### config.mk
export PLATFORM = sky130hd
export DESIGN_NAME = sisc_ctrl
export DESIGN_NICKNAME = d
export VERILOG_FILES = /design/src/rtl/sisc_pkg.sv /design/src/rtl/sisc_ctrl.sv
export SDC_FILE = /design/constraint.sdc
export NUM_CORES = 1
export LEC_CHECK = 0
export CAP_MARGIN = 20
export CORE_AREA = 2 2 49 51
export CTS_BUF_LIST = sky130_fd_sc_hd__clkbuf_8
export DETAILED_ROUTE_END_ITERATION = 10
export DIE_AREA = 0 0 51 53
export DONT_BUFFER_PORTS = 1
export PLACE_DENSITY = 0.83
export SYNTH_ARGS = -nofsm -noshare
export SYNTH_HDL_FRONTEND = slang
export SYNTH_SLANG_ARGS = --single-unit
### constraint.sdc
create_clock -name clock -period 2.05 [get_ports clock]
set_clock_uncertainty 0.2 [all_clocks]
set_input_delay 0.1025 -clock clock [delete_from_list [all_inputs] [get_ports clock]]
set_output_delay 0.1025 -clock clock [all_outputs]
set_load 0.02 [all_outputs]
### src/rtl/sisc_pkg.sv
// ----------------------------------------------------------------------------
// sisc_pkg: subset interval cover search shared definitions
// Sizes, command and status codes, table and stack entry layouts, the
// controller/datapath command and status groups, and bit-set helpers.
// ----------------------------------------------------------------------------
`default_nettype none

package sisc_pkg;

   localparam int MAX_DIM       = 64;
   localparam int MAX_INTERVALS = 256;
   localparam int STACK_DEPTH   = 65;

   localparam int DIM_W   = 7;
   localparam int IDX_W   = $clog2(MAX_INTERVALS);
   localparam int TOTAL_W = $clog2(MAX_INTERVALS + 1);
   localparam int SLOT_W  = $clog2(2 * STACK_DEPTH);
   localparam int TOP_W   = $clog2(STACK_DEPTH + 1);
   localparam int TRIG_W  = 6;

   localparam logic [2:0] CMD_ADD       = 3'd0;
   localparam logic [2:0] CMD_COVER_SET = 3'd1;
   localparam logic [2:0] CMD_COVER_IVL = 3'd2;
   localparam logic [2:0] CMD_START     = 3'd3;
   localparam logic [2:0] CMD_TAKE      = 3'd4;

   localparam logic [2:0] ST_OK          = 3'd0;
   localparam logic [2:0] ST_INVALID     = 3'd1;
   localparam logic [2:0] ST_SIZE_BIG    = 3'd2;
   localparam logic [2:0] ST_NOT_STARTED = 3'd3;
   localparam logic [2:0] ST_TABLE_FULL  = 3'd4;

   typedef enum logic [1:0] {
      SCAN_SET,
      SCAN_IVL,
      SCAN_PRUNE,
      SCAN_FILL
   } scan_mode_type;

   typedef struct packed {
      logic [63:0]       lower;
      logic [63:0]       upper;
      logic [DIM_W-1:0]  lower_count;
      logic [DIM_W-1:0]  upper_count;
      logic [TRIG_W-1:0] trigger;
   } tbl_entry_type;

   typedef struct packed {
      logic [63:0]        value;
      logic [DIM_W-1:0]   length;
      logic [DIM_W-1:0]   chosen;
      logic [TOTAL_W-1:0] known_total;
   } stk_entry_type;

   typedef struct packed {
      logic          accept;
      logic          add_write;
      logic          add_universal;
      logic          scan_start;
      scan_mode_type scan_mode;
      logic          scan_next;
      logic          tbl_rd;
      logic          stk_pop;
      logic          stk_load;
      logic          push0;
      logic          push1;
      logic          fill_init;
      logic          fill_step;
      logic          fill_next;
      logic          start_stream;
      logic          mark_exhausted;
      logic          set_res;
      logic [2:0]    res_status;
      logic          res_answer;
      logic          res_found;
      logic          emit;
   } ctrl_cmd_type;

   typedef struct packed {
      logic [2:0]    cmd;
      logic          invalid_ivl;
      logic          all_covered;
      logic          universal;
      logic          table_full;
      logic          card_gt_dim;
      logic          stream_same;
      logic          started;
      logic          exhausted;
      logic          top_zero;
      logic          skip;
      logic          scan_end;
      logic          hit;
      scan_mode_type scan_mode;
      logic          fill_case;
      logic          fill_done;
      logic          out_free;
   } ctrl_stat_type;

   function automatic logic [DIM_W-1:0] pop64(input logic [63:0] v);
      logic [DIM_W-1:0] sum;
      logic [3:0]       cnt;
      sum = '0;
      for (int j = 0; j < 8; j++) begin
         cnt = '0;
         for (int t = 0; t < 8; t++) begin
            cnt = cnt + {3'b000, v[8*j+t]};
         end
         sum = sum + {3'b000, cnt};
      end
      return sum;
   endfunction

   function automatic logic [TRIG_W-1:0] high_bit64(input logic [63:0] c);
      logic [2:0] bj;
      logic [2:0] bt;
      logic [7:0] byte_v;
      bj = '0;
      bt = '0;
      for (int j = 0; j < 8; j++) begin
         if (c[8*j +: 8] != 8'd0) begin
            bj = 3'(j);
         end
      end
      byte_v = c[{bj, 3'b000} +: 8];
      for (int t = 0; t < 8; t++) begin
         if (byte_v[t]) begin
            bt = 3'(t);
         end
      end
      return {bj, bt};
   endfunction

   function automatic logic [63:0] dim_mask(input logic [DIM_W-1:0] d);
      if (d >= DIM_W'(MAX_DIM)) begin
         return '1;
      end
      return (64'd1 << d[5:0]) - 64'd1;
   endfunction

   function automatic logic inside_of(input logic [63:0] a, input logic [63:0] b);
      return (a & ~b) == 64'd0;
   endfunction

endpackage

`default_nettype wire

### src/rtl/sisc_ctrl.sv
// ----------------------------------------------------------------------------
// sisc_ctrl: subset interval cover search controller
// Sequences command decode, table scans, stack pops and pushes, the final
// fill walk and the hand-off of each result to the output register.
// ----------------------------------------------------------------------------
`default_nettype none

module sisc_ctrl (
   input  wire logic                   clock,
   input  wire logic                   reset,
   input  wire logic                   req_valid,
   output logic                        req_ready,
   input  wire sisc_pkg::ctrl_stat_type stat,
   output sisc_pkg::ctrl_cmd_type      ctl
);

   typedef enum logic [11:0] {
      S_IDLE    = 12'b0000_0000_0001,
      S_DECODE  = 12'b0000_0000_0010,
      S_ADD     = 12'b0000_0000_0100,
      S_SCAN_RD = 12'b0000_0000_1000,
      S_SCAN_EV = 12'b0000_0001_0000,
      S_POP     = 12'b0000_0010_0000,
      S_CHECK   = 12'b0000_0100_0000,
      S_DECIDE  = 12'b0000_1000_0000,
      S_PUSH0   = 12'b0001_0000_0000,
      S_PUSH1   = 12'b0010_0000_0000,
      S_FILL    = 12'b0100_0000_0000,
      S_RESP    = 12'b1000_0000_0000
   } state_type;

   state_type state_ff, state_in;

   assign req_ready = state_ff == S_IDLE;

   always_comb begin
      ctl      = '0;
      state_in = state_ff;
      case (state_ff)
         S_IDLE: begin
            if (req_valid) begin
               ctl.accept = 1'b1;
               state_in   = S_DECODE;
            end
         end
         S_DECODE: begin
            ctl.set_res    = 1'b1;
            ctl.res_status = sisc_pkg::ST_OK;
            state_in       = S_RESP;
            case (stat.cmd)
               sisc_pkg::CMD_ADD: begin
                  if (stat.invalid_ivl) begin
                     ctl.res_status = sisc_pkg::ST_INVALID;
                  end else if (!stat.all_covered) begin
                     ctl.set_res = 1'b0;
                     state_in    = S_ADD;
                  end
               end
               sisc_pkg::CMD_COVER_SET: begin
                  if (stat.all_covered) begin
                     ctl.res_answer = 1'b1;
                  end else begin
                     ctl.set_res    = 1'b0;
                     ctl.scan_start = 1'b1;
                     ctl.scan_mode  = sisc_pkg::SCAN_SET;
                     state_in       = S_SCAN_RD;
                  end
               end
               sisc_pkg::CMD_COVER_IVL: begin
                  if (stat.invalid_ivl) begin
                     ctl.res_status = sisc_pkg::ST_INVALID;
                  end else if (stat.all_covered) begin
                     ctl.res_answer = 1'b1;
                  end else begin
                     ctl.set_res    = 1'b0;
                     ctl.scan_start = 1'b1;
                     ctl.scan_mode  = sisc_pkg::SCAN_IVL;
                     state_in       = S_SCAN_RD;
                  end
               end
               sisc_pkg::CMD_START: begin
                  if (stat.card_gt_dim) begin
                     ctl.res_status = sisc_pkg::ST_SIZE_BIG;
                  end else if (!stat.stream_same) begin
                     ctl.start_stream = 1'b1;
                  end
               end
               sisc_pkg::CMD_TAKE: begin
                  if (!stat.started) begin
                     ctl.res_status = sisc_pkg::ST_NOT_STARTED;
                  end else if (!stat.exhausted && !stat.all_covered) begin
                     ctl.set_res = 1'b0;
                     state_in    = S_POP;
                  end
               end
               default: begin
                  ctl.res_status = sisc_pkg::ST_OK;
               end
            endcase
         end
         S_ADD: begin
            ctl.set_res    = 1'b1;
            ctl.res_status = sisc_pkg::ST_OK;
            state_in       = S_RESP;
            if (stat.universal) begin
               ctl.add_universal = 1'b1;
            end else if (stat.table_full) begin
               ctl.res_status = sisc_pkg::ST_TABLE_FULL;
            end else begin
               ctl.add_write = 1'b1;
            end
         end
         S_SCAN_RD: begin
            if (stat.scan_end) begin
               case (stat.scan_mode)
                  sisc_pkg::SCAN_PRUNE: begin
                     state_in = S_DECIDE;
                  end
                  sisc_pkg::SCAN_FILL: begin
                     ctl.fill_next = 1'b1;
                     state_in      = S_FILL;
                  end
                  default: begin
                     ctl.set_res    = 1'b1;
                     ctl.res_status = sisc_pkg::ST_OK;
                     state_in       = S_RESP;
                  end
               endcase
            end else begin
               ctl.tbl_rd = 1'b1;
               state_in   = S_SCAN_EV;
            end
         end
         S_SCAN_EV: begin
            if (stat.hit) begin
               if ((stat.scan_mode == sisc_pkg::SCAN_PRUNE)
                   || (stat.scan_mode == sisc_pkg::SCAN_FILL)) begin
                  state_in = S_POP;
               end else begin
                  ctl.set_res    = 1'b1;
                  ctl.res_status = sisc_pkg::ST_OK;
                  ctl.res_answer = 1'b1;
                  state_in       = S_RESP;
               end
            end else begin
               ctl.scan_next = 1'b1;
               state_in      = S_SCAN_RD;
            end
         end
         S_POP: begin
            if (stat.top_zero) begin
               ctl.mark_exhausted = 1'b1;
               ctl.set_res        = 1'b1;
               ctl.res_status     = sisc_pkg::ST_OK;
               state_in           = S_RESP;
            end else begin
               ctl.stk_pop = 1'b1;
               state_in    = S_CHECK;
            end
         end
         S_CHECK: begin
            if (stat.skip) begin
               state_in = S_POP;
            end else begin
               ctl.stk_load   = 1'b1;
               ctl.scan_start = 1'b1;
               ctl.scan_mode  = sisc_pkg::SCAN_PRUNE;
               state_in       = S_SCAN_RD;
            end
         end
         S_DECIDE: begin
            if (stat.fill_case) begin
               ctl.fill_init = 1'b1;
               state_in      = S_FILL;
            end else begin
               state_in = S_PUSH0;
            end
         end
         S_PUSH0: begin
            ctl.push0 = 1'b1;
            state_in  = S_PUSH1;
         end
         S_PUSH1: begin
            ctl.push1 = 1'b1;
            state_in  = S_POP;
         end
         S_FILL: begin
            if (stat.fill_done) begin
               ctl.set_res    = 1'b1;
               ctl.res_status = sisc_pkg::ST_OK;
               ctl.res_answer = 1'b1;
               ctl.res_found  = 1'b1;
               state_in       = S_RESP;
            end else begin
               ctl.fill_step  = 1'b1;
               ctl.scan_start = 1'b1;
               ctl.scan_mode  = sisc_pkg::SCAN_FILL;
               state_in       = S_SCAN_RD;
            end
         end
         S_RESP: begin
            if (stat.out_free) begin
               ctl.emit = 1'b1;
               state_in = S_IDLE;
            end
         end
         default: begin
            state_in = S_IDLE;
         end
      endcase
   end

   always_ff @(posedge clock) begin
      if (reset) begin
         state_ff <= S_IDLE;
      end else begin
         state_ff <= state_in;
      end
   end

endmodule

`default_nettype wire

==> results by stage, run 1 <==
Status:
- The run finished, with violations left.
- The final reports fail on setup timing.

Pwr:
- The share of total power dissipated in sequential elements is 0.330.
- Summed over all nets, the switching power comes to 223 uW.
- The clock network fraction of total power is 0.374.
- The leakage power of the design is 0.000826 uW.
- Of the total power, combinational logic draws 0.296.
- The switching share of power is 0.307.
- The worst ir drop on vdd is 0.000292 V.
- In this run the power density over the cells is 365 mW/mm^2.
- The internal power is 503 uW.

CTS:
- The maximum count of clock buffers along a single path is 2.
- In this run the number of H-tree levels came out at 1.
- The total CTS buffers is 3.
- The post-CTS clock slew at the launch and capture registers of the worst setup and hold paths is 0.06 ns.
- The cell sitting at the root of the clock tree is a sky130_fd_sc_hd__clkbuf_8.
- The clock tree from TritonCTS is yes.
- The clock reaches the later pin of the worst-skew pair after 0.24 ns.
- The number of clock sinks is 12.

Placement:
- The total placed instance area is 0.00144 mm^2.
- At the end of routability-driven placement, the weighted congestion stood at 0.921.
- The estimated wirelength of the detail-placed design is 2.95 mm.
- The quantity of I/O buffers inserted on ports is 0.

Cells and area:
- In the final layout, the registers with the most flip-flops are state_ff x12.
- The post-layout instance area is 0.00199 mm^2.
- The largest register by flop count is state_ff.
- The final core utilization is 0.926.
- 0 antenna diodes ended up in the layout.
- The flip-flop count of the largest register, all copies and words added is 12.
- The area growth from synthesis to layout is 63.2%.
- Of the cells placed in the final design, the portion with a size suffix greater than 1 is 0.517.
- The layout has 82 filler cells.
- In the final design database the tool counted 235 nets.

STA:
- Of the available clock period, the critical path in the final layout requires 1.11.
- The worst-margin pin slew is 0.419 ns.
- Derived from the worst setup path, the maximum achievable clock frequency is 438 MHz.
- The headroom to the max-slew limit is 0.718.
- The final count of pins violating max slew came to 0.
- Setup repair after global routing could not meet its margin everywhere.
- The routed design could run at a clock period as short as 2.29 ns.
- The total negative slack is -2.38 ns.
- In the post-route analysis, the smallest setup slack over all paths is -0.236 ns.
- The setup violation total in the final timing report is 23.
- The total count of hold-check failures in the final report is 0.

Floorplanning:
- The floorplan has 17 rows.
- The die is 51 um wide.
- In this run the vertical extent of the chip is 53 um.
- The die covers 0.00270 mm^2.
- 48 I/O pins were placed.
- In this run the standard cell core region covers 0.00215 mm^2.
- For this configuration, the core starts out at a cell density of 0.567.

Global route:
- The largest net degree at the start of global routing is 13.
- The initial antenna violation count is 0.
- The global-route wire length before repair is 7.58 mm.
- Across every metal layer, demand over resource in global routing totals 0.383.
- The total congestion overflow is 0.
- The number of global-route vias before repair is 1474.

Hold path:
- The critical hold path startpoint is stat[1].
- The path class of the lowest-slack min-delay path is in2reg.

Logic synthesis:
- The number of distinct library cells after synthesis is 48.
- The area share of the leading cell type in the synthesized netlist is 0.197.
- The count of state elements after synthesis is 12.
- The synthesized netlist occupies a cell area of 0.00122 mm^2.
- In this run, synthesis inferred 0 flip-flops with an integrated enable.
- By area the synthesized netlist is led by sky130_fd_sc_hd__dfxtp_1 20%, sky130_fd_sc_hd__nor4b_1 5.7%, sky130_fd_sc_hd__nor3_1 4.9%.
- The most used standard cell by instance count after synthesis is sky130_fd_sc_hd__nor2_1.
- The net count after synthesis is 183.
- The top cell type by total area after synthesis is sky130_fd_sc_hd__dfxtp_1.
- Synthesis handed over a netlist of 160 instances.
- After synthesis, the share of flip-flops with an asynchronous set or reset is 0.
- The mean cell area of the mapped netlist is 7.62 um^2.
- Counting instances in the post-synthesis netlist gives the leading cell types as 16 x sky130_fd_sc_hd__nor2_1, 12 x sky130_fd_sc_hd__dfxtp_1, 12 x sky130_fd_sc_hd__nor3_1.
- The share of the Yosys chip area taken by registers is 0.197.
- During synthesis, Yosys emitted a total of 0 warnings.
- In the synthesized netlist the dominant register cell turns out to be sky130_fd_sc_hd__dfxtp_1.

Routing:
- Dividing the detail-routed via count by the number of cells gives 7.08.
- The wire length per cell is 25.4 um.
- The number of DRC markers in iteration 0 is 107.
- The count of antenna-violating nets left after detailed routing is 0.
- The via count is 1693.
- The number of remaining DRC errors is 0.
- Summed over all layers, the routed wires come to 6.08 mm.
- Before antenna repair, the detailed router went through 4 iterations.

Worst setup path:
- The critical path data arrival time is 1.98 ns.
- Tracing the worst setup path back leads to its startpoint at state_ff[6].
- Of all nets on the critical path, the largest fanout is 8.
- The nature of the critical path startpoint is a flip-flop.
- At the worst endpoint, the required time is 1.75 ns.
- The launch instance of the worst register-to-register path is state_ff[6].
- The category of the worst setup path capture point is an output pin.
- The path type of the worst setup path is reg2out.

Job:
- The number of max-cap violations is 0.
[stage by stage]
stage               std cells  setup WS, ns  hold slack (ns)  total power [uW]
finish                    239        -0.236           0.0352               726
global route              239        -0.294           0.0413               737
CTS                       233       -0.0792           0.0128               681
detailed placement        204        0.0289          -0.0224               378
global placement          204        0.0924          -0.0258               373
floorplan                 160       -0.0573          -0.0212               340
[layer usage]
layer  routed length (um)  up-vias  GRT usage
met4                  435        0      0.212
met1                 2010      780      0.447
met2                 2900      166      0.665
met3                  734       53     0.0650
li1                     -      694          -
met5                    0        -          0
[cell usage in the layout (no fill, tap or decap), drive strengths merged, types with 2 or more instances in the layout]
master / synthesis / layout
nand2: 5 / 5
o21ai: 4 / 4
nand4: 3 / 3
nor3: 13 / 13
nor4: 10 / 10
or2: 5 / 5
and3: 5 / 5
nor2: 16 / 16
xor2: 3 / 3
dlygate4sd3: 0 / 12
mux2i: 2 / 2
nor2b: 3 / 3
a21oi: 5 / 5
nor4b: 8 / 8
nand2b: 4 / 4
or4: 3 / 3
and2: 3 / 3
or4b: 3 / 3
a211oi: 2 / 2
or3b: 3 / 3
clkbuf: 3 / 4
nor4bb: 2 / 2
nor3b: 4 / 4
buf: 10 / 48
nand3: 2 / 2
or3: 4 / 4
dfxtp: 12 / 12
inv: 9 / 9
o211ai: 2 / 2
[power groups by stage]
stage	clock [uW]	combinational [uW]	sequential [uW]
after floorplan	0	95.6	244
after global placement	0	126	247
after detailed placement	0	132	247
after CTS	267	175	240
after global routing	276	222	240
final	271	215	240
[critical path, stage by stage (launching register included)]
cell and delay [ns]:
sky130_fd_sc_hd__dfxtp_1 0.33, sky130_fd_sc_hd__buf_4 0.18, sky130_fd_sc_hd__nor4_4 0.39, sky130_fd_sc_hd__buf_4 0.21, sky130_fd_sc_hd__nand4_4 0.11, sky130_fd_sc_hd__or3_4 0.44
sky130_fd_sc_hd__inv_4 0.09
[cell families after synthesis]
kind of cell,Yosys count,share of synthesized area
AND/OR/NAND/NOR,100,0.560
buffers and inverters,22,0.0934
AO/OA/AOI/OAI,21,0.112
flip-flops,12,0.197
XOR/XNOR,3,0.0216
multiplexers,2,0.0164
[area by class of cell]
type                    count  area [um^2]  area share
clock buffers               4         55.1      0.0277
flip-flops and latches     12          255       0.128
repair buffers             60          519       0.261
multi-input cells         126         1090       0.547
well taps                  28         35.0      0.0176
inverters                   9         36.3      0.0182
[timing repair]
action                                  CTS  global route
hold buffers                             12             0
hold endpoints to repair                 12             0
pin swaps                                17            13
cloned                                    0             0
endpoints found under the setup margin   20            26
setup buffers                            13             6
gates resized for setup                  32            31
[final timing paths]
check / to / slack, ns / cells past startpoint
worst max-delay path: ctl[9] / -0.24 / 6
worst min-delay path: state_ff[3] / 0.04 / 3
worst max register to register: state_ff[10] / -0.04 / 6
worst min register to register: state_ff[5] / 0.56 / 3
Power figures use the tool's default switching activity.
==> inputs of run 2 (changes only) <==
--- a/config.mk
+++ b/config.mk
@@ -6,12 +6,12 @@
 export NUM_CORES = 1
 export LEC_CHECK = 0
 export CAP_MARGIN = 20
-export CORE_AREA = 2 2 49 51
+export CORE_AREA = 2 2 40 61
 export CTS_BUF_LIST = sky130_fd_sc_hd__clkbuf_8
 export DETAILED_ROUTE_END_ITERATION = 10
-export DIE_AREA = 0 0 51 53
+export DIE_AREA = 0 0 42 63
 export DONT_BUFFER_PORTS = 1
-export PLACE_DENSITY = 0.83
+export PLACE_DENSITY = 0.84
 export SYNTH_ARGS = -nofsm -noshare
 export SYNTH_HDL_FRONTEND = slang
 export SYNTH_SLANG_ARGS = --single-unit
==> run 2 against run 1 <==
The flow still finishes with violations (setup timing). Critical path depth is 1 lower. Cell count is 3.8% lower. Cell area is 1.3% lower. Fmax is 1.3% higher. Worst hold slack better by 0.017 ns. Flip-flop and latch count stayed put. Utilization is 0.30 points lower. Sequential share of layout area is 0.29 points higher. Clock power is 15% lower. Worst setup slack better by 0.030 ns. Die area is 2.1% lower. Critical path type unchanged.
==> results by stage, run 2 (synthesized netlist as in run 1, its figures left out) <==
Status:
- The run finished, with violations left.
- The checks that failed: setup timing.

Floorplanning:
- The width of the chip is 42 um.
- The total number of placement rows is 21.
- The starting density of the core is 0.573.
- 48 I/O pins were placed.
- The die covers 0.00265 mm^2.
- The floorplan step defined a core boundary enclosing 0.00213 mm^2.
- The floorplan die height is 63 um.

Job:
- The tool flagged a number of max-cap violations equal to 0.

Pwr:
- The internal portion of the total power is 477 uW.
- The proportion of power drawn by flip-flops and latches is 0.341.
- The share of total power dissipated in the clock network is 0.327.
- The analysis attributes to net switching a power of 226 uW.
- Of the total power, the share spent switching nets is 0.322.
- The analysis attributes to cell leakage a power of 0.000821 uW.
- The logic gate share of total power is 0.332.
- For this design the ratio of total power to cell area is 358 mW/mm^2.
- The worst-case IR drop observed on VDD is 0.000374 V.

Cells and area:
- The post-layout instance area is 0.00196 mm^2.
- The fraction of layout instances using a drive strength above 1 is 0.517.
- Counting the fill cells in the layout gives 73.
- The flip-flop count of the largest register, all copies and words added is 12.
- The sequential cells in the finished layout cover a total of 258 um^2.
- The register with the most flip-flops in the final layout is state_ff.
- The most common cell after layout, fill and taps aside is sky130_fd_sc_hd__buf_4.
- Summing all multi-input logic gate instances after layout gives 0.00112 mm^2.
- From synthesis to final layout, the design area changed by 61.2%.
- The largest registers in the layout are state_ff x12.
- The final layout contains 232 nets.
- The top cell types in the final layout, fill and taps aside, are 39 x sky130_fd_sc_hd__buf_4, 14 x sky130_fd_sc_hd__nor2_1, 11 x sky130_fd_sc_hd__dlygate4sd3_1.
- The number of diodes added for antenna fixing is 0.

Global route:
- The number of global-route vias before repair was 1608.
- The first global-routing pass estimated 7.77 mm of wire.
- The combined global-route utilization of all metal layers is 0.386.
- The total congestion overflow is 0.
- The largest net degree at the start of global routing is 13.
- The initial antenna violation count is 0.

STA:
- The final worst-path cycle share is 1.10.
- The total count of hold-check failures in the final report is 0.
- The final count of pins violating max slew is 0.
- The worst hold margin is 0.0524 ns.
- The final worst-path setup slack is -0.206 ns.
- Based on the critical path, the design can be clocked at up to 443 MHz.
- Setup repair after global routing could not meet its margin everywhere.
- The clock period minus worst slack is 2.26 ns.
- The setup violation total in the final timing report is 20.
- For the pin with the worst max-slew slack, the measured transition is 0.650 ns.
- Headroom to the max-slew limit came out at 0.561.

Worst setup path:
- Of all nets on the critical path, the largest fanout is 5.
- STA classifies the critical path startpoint as a flip-flop.
- The worst register-to-register path has a depth of 6.
- For the worst setup path, the data required time is 1.75 ns.
- Data on the critical path arrives at its endpoint at 1.95 ns.
- The path type of the worst setup path is reg2out.
- STA classifies the critical path endpoint as an output pin.

Routing:
- The first detailed-routing pass took 5 iterations.
- The mean number of vias per cell is 7.67.
- For this run, design rule violations remaining after detail routing come to 0.
- The count of antenna-violating nets left after detailed routing is 0.
- The number of DRC markers in iteration 0 is 153.
- The via count is 1763.
- Summed over all layers, the routed wires come to 6.44 mm.
- Dividing the detail-routed wire length by the instance count gives 28.0 um.

CTS:
- The clock tree from TritonCTS is yes.
- In this run the deepest clock path goes through 2 buffers.
- The clock drives 12 sinks.
- CTS built an H-tree with a depth of 1.
- Buffers inserted during clock tree synthesis total 3.
- CTS placed an instance of sky130_fd_sc_hd__clkbuf_8 at the clock tree root.
- The worst-skew pair later-pin latency is 0.25 ns.
- After clock tree synthesis, the clock-pin slew on the worst setup and hold paths is 0.06 ns.

Hold path:
- The path class of the lowest-slack min-delay path is in2reg.
- The number of cells on the worst hold path is 4.

Placement:
- The placed instances occupy a cell area of 0.00141 mm^2.
- Input and output buffers added on the ports amount to 0.
- The wire-length estimate of the detail-placed layout is 2.82 mm.
- The congestion estimate from routability-driven global placement came to 0.949.
[run 2: power by group through the flow]
stage,Clock (uW),Sequential [uW],Combinational (uW)
finish,230,240,233
global route,233,240,241
CTS,216,241,175
detailed placement,0,248,125
global placement,0,248,121
floorplan,0,244,95.6
[run 2: path summary, 6_finish.rpt]
| check | startpoint | end | slack, ns |
|---|---|---|---|
| worst min-delay path | stat[19] | state_ff[2] | 0.05 |
| worst min register to register | state_ff[10] | state_ff[5] | 0.52 |
| worst max-delay path | state_ff[7] | ctl[21] | -0.21 |
| worst max register to register | state_ff[9] | state_ff[0] | -0.06 |
[run 2: layout make-up]
| cell class | count | area share |
|---|---|---|
| repair buffers | 57 | 0.245 |
| inverters | 9 | 0.0197 |
| multi-input cells | 126 | 0.568 |
| flip-flops and latches | 12 | 0.131 |
| well taps | 23 | 0.0146 |
| clock buffers | 3 | 0.0210 |
[run 2: metrics by stage]
stage	power, uW	setup WS [ns]	TNS, ns	utilization	instances
global route	713	-0.248	-2.44	0.923	230
global placement	368	0.0759	0	0.663	198
floorplan	340	-0.0573	-0.0804	-	160
detailed placement	372	0.0496	0	0.663	198
CTS	632	-0.0861	-0.366	0.845	222
finish	703	-0.206	-1.63	0.923	230
[run 2: what timing repair did]
item / 4_1_cts / 5_1_grt
buffers inserted: 10 / 8
pin swaps: 16 / 19
gates resized for setup: 42 / 24
endpoints found under the setup margin: 23 / 21
hold endpoints to repair: 12 / 0
hold buffers: 11 / 0
[run 2: worst max-delay path, stage by stage, from the launching register on]
cell	delay (ns)
sky130_fd_sc_hd__dfxtp_1	0.33
sky130_fd_sc_hd__or4_4	0.61
sky130_fd_sc_hd__nor2_1	0.13
sky130_fd_sc_hd__nand4b_1	0.22
sky130_fd_sc_hd__nor2_1	0.23
sky130_fd_sc_hd__buf_4	0.19
[run 2: per-layer routing]
metal,part of all wire,GRT usage,vias up
met5,0,0,-
met4,0.099,0.222,0
met3,0.13,0.0780,75
met2,0.47,0.684,191
met1,0.30,0.407,811
li1,-,-,686
==> inputs of run 3 (changes only) <==
--- a/config.mk
+++ b/config.mk
@@ -5,13 +5,16 @@
 export SDC_FILE = /design/constraint.sdc
 export NUM_CORES = 1
 export LEC_CHECK = 0
+export ABC_AREA = 1
 export CAP_MARGIN = 20
-export CORE_AREA = 2 2 40 61
+export CELL_PAD_IN_SITES_DETAIL_PLACEMENT = 1
+export CELL_PAD_IN_SITES_GLOBAL_PLACEMENT = 2
+export CORE_AREA = 2 2 52 78
 export CTS_BUF_LIST = sky130_fd_sc_hd__clkbuf_8
 export DETAILED_ROUTE_END_ITERATION = 10
-export DIE_AREA = 0 0 42 63
+export DIE_AREA = 0 0 54 80
 export DONT_BUFFER_PORTS = 1
-export PLACE_DENSITY = 0.84
+export PLACE_DENSITY = 0.89
 export SYNTH_ARGS = -nofsm -noshare
 export SYNTH_HDL_FRONTEND = slang
 export SYNTH_SLANG_ARGS = --single-unit
==> run 3 against run 2 <==
The flow now finishes without violations. Via count decreased by 27%. Critical path depth increased by 3. Cell area decreased by 26%. Register-to-register slack improved by 0.25 ns. Global-route usage decreased by 21 points. Routed wire length decreased by 41%. Sequential power about the same. Synthesized cell count increased by 18%. Synthesized area decreased by 11%. Worst setup slack improved by 0.27 ns. Critical path type unchanged. Critical endpoint is now ctl[3]. Largest cell class unchanged.
==> results by stage, run 3 <==
Routing:
- After detailed routing, the number of vias per cell comes to 4.89.
- After detailed routing, the number of remaining DRC violations is 0.
- The via count is 1280.
- The number of DRC markers in iteration 0 is 16.
- The aggregate routed wire length is 3.77 mm.
- The detailed-router iteration count before antenna repair is 4.
- Dividing the detail-routed wire length by the instance count gives 14.4 um.
- The count of antenna-violating nets left after detailed routing is 0.

Logic synthesis:
- The synthesized cell area is 0.00109 mm^2.
- Ranked by total cell area, the synthesized netlist is headed by sky130_fd_sc_hd__dfxtp_1 22%, sky130_fd_sc_hd__inv_1 15%, sky130_fd_sc_hd__nand2_1 12%.
- The top cell type by total area after synthesis is sky130_fd_sc_hd__dfxtp_1.
- After synthesis, the mean cell area works out to 5.78 um^2.
- In the synthesized netlist, the number of instances is 188.
- The most used flip-flop cell after synthesis is sky130_fd_sc_hd__dfxtp_1.
- After synthesis the netlist holds a flip-flop and latch count of 12.
- For this run, the number of Yosys warnings is 0.
- Ranked by instance count, the synthesized netlist is headed by 44 x sky130_fd_sc_hd__inv_1, 34 x sky130_fd_sc_hd__nand2_1, 26 x sky130_fd_sc_hd__nor2_1.
- In the synthesized netlist the async set-or-reset flop fraction comes to 0.
- For this run, the register share of the synthesized area comes to 0.221.
- The most used standard cell by instance count after synthesis is sky130_fd_sc_hd__inv_1.
- The number of distinct library cells after synthesis is 26.
- Of the post-synthesis cell area, the dominant cell type holds 0.221.
- The number of enable-type register cells in the synthesized netlist is 0.
- When the netlist entered floorplanning its net count stood at 211.

Worst setup path:
- The largest fanout of any net on the critical path is 8.
- The signal on the critical path passes through nor2_2, nand2_2, nor2_4, buf_4, nand2_4, inv_1, o21ai_1, nor2_1.
- The required time at the endpoint of the critical path is 1.75 ns.
- The category of the worst setup path capture point is an output pin.
- STA classifies the critical path startpoint as a flip-flop.
- The worst setup path is of the reg2out kind.
- The worst register-to-register path begins at state_ff[11].
- The critical path starts at state_ff[11].
- The number of cells on the worst reg-to-reg path is 9.
- The slowest stage of the critical path belongs to the cell sky130_fd_sc_hd__dfxtp_1.
- The critical path data arrival time is 1.68 ns.
- The critical path contains buffers and inverters numbering 2 combined.
- For this run, the slowest stage of the critical path takes 0.32 ns.
- The kind of cell with the highest combined delay along the critical path is simple AND/OR/NAND/NOR gates.
- Across all register-to-register paths, the minimum setup slack is 0.19 ns.
- In this run the critical register-to-register path is captured at state_ff[3].

STA:
- The final count of pins violating max slew is 0.
- The final worst-path cycle share is 0.968.
- Measured against its own limit, the worst slew margin works out to 0.644.
- Based on the critical path, the design can be clocked at up to 504 MHz.
- The total count of hold-check failures in the final report is 0.
- The worst-margin pin slew is 0.532 ns.
- For the finished layout, the period the worst path requires is 1.98 ns.
- Setup violations remaining at the end of the flow were counted as 0.
- The total negative slack is 0 ns.
- The final worst-path setup slack is 0.0659 ns.

Job:
- Across the run, the number of max-cap violations was 0.

Cells and area:
- The net count of the finished layout is 243.
- After filler insertion, the fill cell instance count of the layout stands at 488.
- Compared with the post-synthesis result, the final layout area differs by 33.5%.
- The register with the most flip-flops in the final layout is state_ff.
- Leaving out fill and tap cells, the most frequent cell in the layout is sky130_fd_sc_hd__inv_1.
- In the final layout, the registers with the most flip-flops are state_ff x12.
- The final core utilization is 0.397.
- In the layout the commonest cells are 44 x sky130_fd_sc_hd__inv_1, 34 x sky130_fd_sc_hd__nand2_1, 25 x sky130_fd_sc_hd__nor2_1.
- In the final layout, the share of cells above drive strength 1 is 0.192.
- The number of diodes added for antenna fixing is 0.
- The register with the most flip-flops in the layout has 12 of them.

Global route:
- The total congestion overflow is 0.
- The number of global-route vias before repair was 1323.
- The largest net degree at the start of global routing is 12.
- The global-route wire length before repair is 5.72 mm.
- The combined global-route utilization of all metal layers is 0.180.
- The initial antenna violation count is 0.

Floorplanning:
- The area enclosed by the die boundary is 0.00432 mm^2.
- The floorplan has 27 rows.
- The core area is 0.00365 mm^2.
- 48 I/O pins were placed.
- The floorplan die height is 80 um.
- The starting density of the core is 0.298.
- In this run the horizontal extent of the chip is 54 um.

Hold path:
- The worst hold path begins at stat[18].
- The tightest min-delay check is of the in2reg type.
- The number of cells on the worst hold path is 5.
- The endpoint with the worst hold slack is state_ff[3].

CTS:
- In this run the clock root is driven by a sky130_fd_sc_hd__clkbuf_8.
- The CTS H-tree depth is 1.
- The clock tree from TritonCTS is yes.
- Counting the buffers created by CTS gives 3.
- The worst-skew pair later-pin latency is 0.25 ns.
- The number of clock sinks is 12.
- In this run the deepest clock path goes through 2 buffers.
- The post-CTS clock slew at the launch and capture registers of the worst setup and hold paths is 0.06 ns.

Placement:
- Routability-driven placement finished with a final weighted congestion of 0.823.
- The setup slack after placement is 0.349 ns.
- The estimated wirelength of the detail-placed design is 2.75 mm.
- Port buffering added 0 buffers.

Pwr:
- Dividing total power by cell area gives a power density of 456 mW/mm^2.
- Summed over all cells, the static leakage comes to 0.000778 uW.
- IR analysis of the VDD net gives a maximum drop of 0.000212 V.

Status:
- The flow ran to the end, and the final reports show no timing, DRC or antenna violations.
run 3: cell count changes after synthesis, sizes merged, moves of 7 or more:
cell / before / now
buf: 10 / 1
inv: 9 / 45
nand2: 5 / 41
nand3: 2 / 20
nor2: 16 / 35
nor4: 10 / 3
nor4b: 8 / 0
run 3: layout make-up:
| type | count | area (um^2) | share of cell area |
|---|---|---|---|
| tap | 43 | 53.8 | 0.0371 |
| clock buffer | 4 | 55.1 | 0.0380 |
| inverter | 45 | 169 | 0.116 |
| timing repair buffer | 29 | 258 | 0.178 |
| multi-input combinational | 129 | 674 | 0.465 |
| sequential | 12 | 240 | 0.166 |
run 3: metrics by stage:
| step | hold slack [ns] | total power (uW) | instance area [um^2] | std cells |
|---|---|---|---|---|
| floorplan | -0.0277 | 339 | 1090 | 188 |
| global placement | -0.0294 | 353 | 1160 | 234 |
| detailed placement | -0.0279 | 356 | 1160 | 234 |
| CTS | 0.0142 | 639 | 1370 | 253 |
| global route | 0.0457 | 691 | 1450 | 262 |
| finish | 0.0182 | 662 | 1450 | 262 |
run 3: how the worst max path moves through the flow:
| stage | slack [ns] | endpoint | cells after the start |
|---|---|---|---|
| after CTS | 0.02 | state_ff[7] | 8 |
| after global placement | 0.40 | ctl[3] | 7 |
| after global routing | -0.04 | ctl[6] | 8 |
| after detailed placement | 0.35 | ctl[3] | 7 |
| final | 0.07 | ctl[3] | 8 |
| after floorplan | 0.30 | ctl[8] | 5 |
run 3: metal layers:
| layer | track usage | wire length (um) | vias to the layer above |
|---|---|---|---|
| met5 | 0 | 0 | - |
| li1 | - | - | 641 |
| met2 | 0.348 | 2150 | 38 |
| met1 | 0.181 | 1390 | 597 |
| met3 | 0.0150 | 170 | 4 |
| met4 | 0.0825 | 57 | 0 |
run 3: cells by family after synthesis:
kind of cell / Yosys count / synth area share
compound gates: 11 / 0.0622
simple gates: 118 / 0.547
buf+inv: 47 / 0.169
flops: 12 / 0.221
run 3: report_power, final:
| group | internal [uW] | total (uW) | switching [uW] |
|---|---|---|---|
| clock | 170 | 266 | 95.8 |
| sequential | 238 | 242 | 4.13 |
| combinational | 61.1 | 154 | 92.5 |
| total | 469 | 662 | 192 |
run 3: worst register-to-register path: cells and delay by family, from the launching register on:
kind	cells	cell delay [ns]
simple gates	6	0.84
flops	1	0.32
buf+inv	2	0.30
compound gates	1	0.13
run 3: timing repair:
item	4_1_cts	5_1_grt
hold buffers	15	2
buffers inserted	0	8
hold endpoints to repair	12	1
endpoints found under the setup margin	0	8
gates resized for setup	0	4
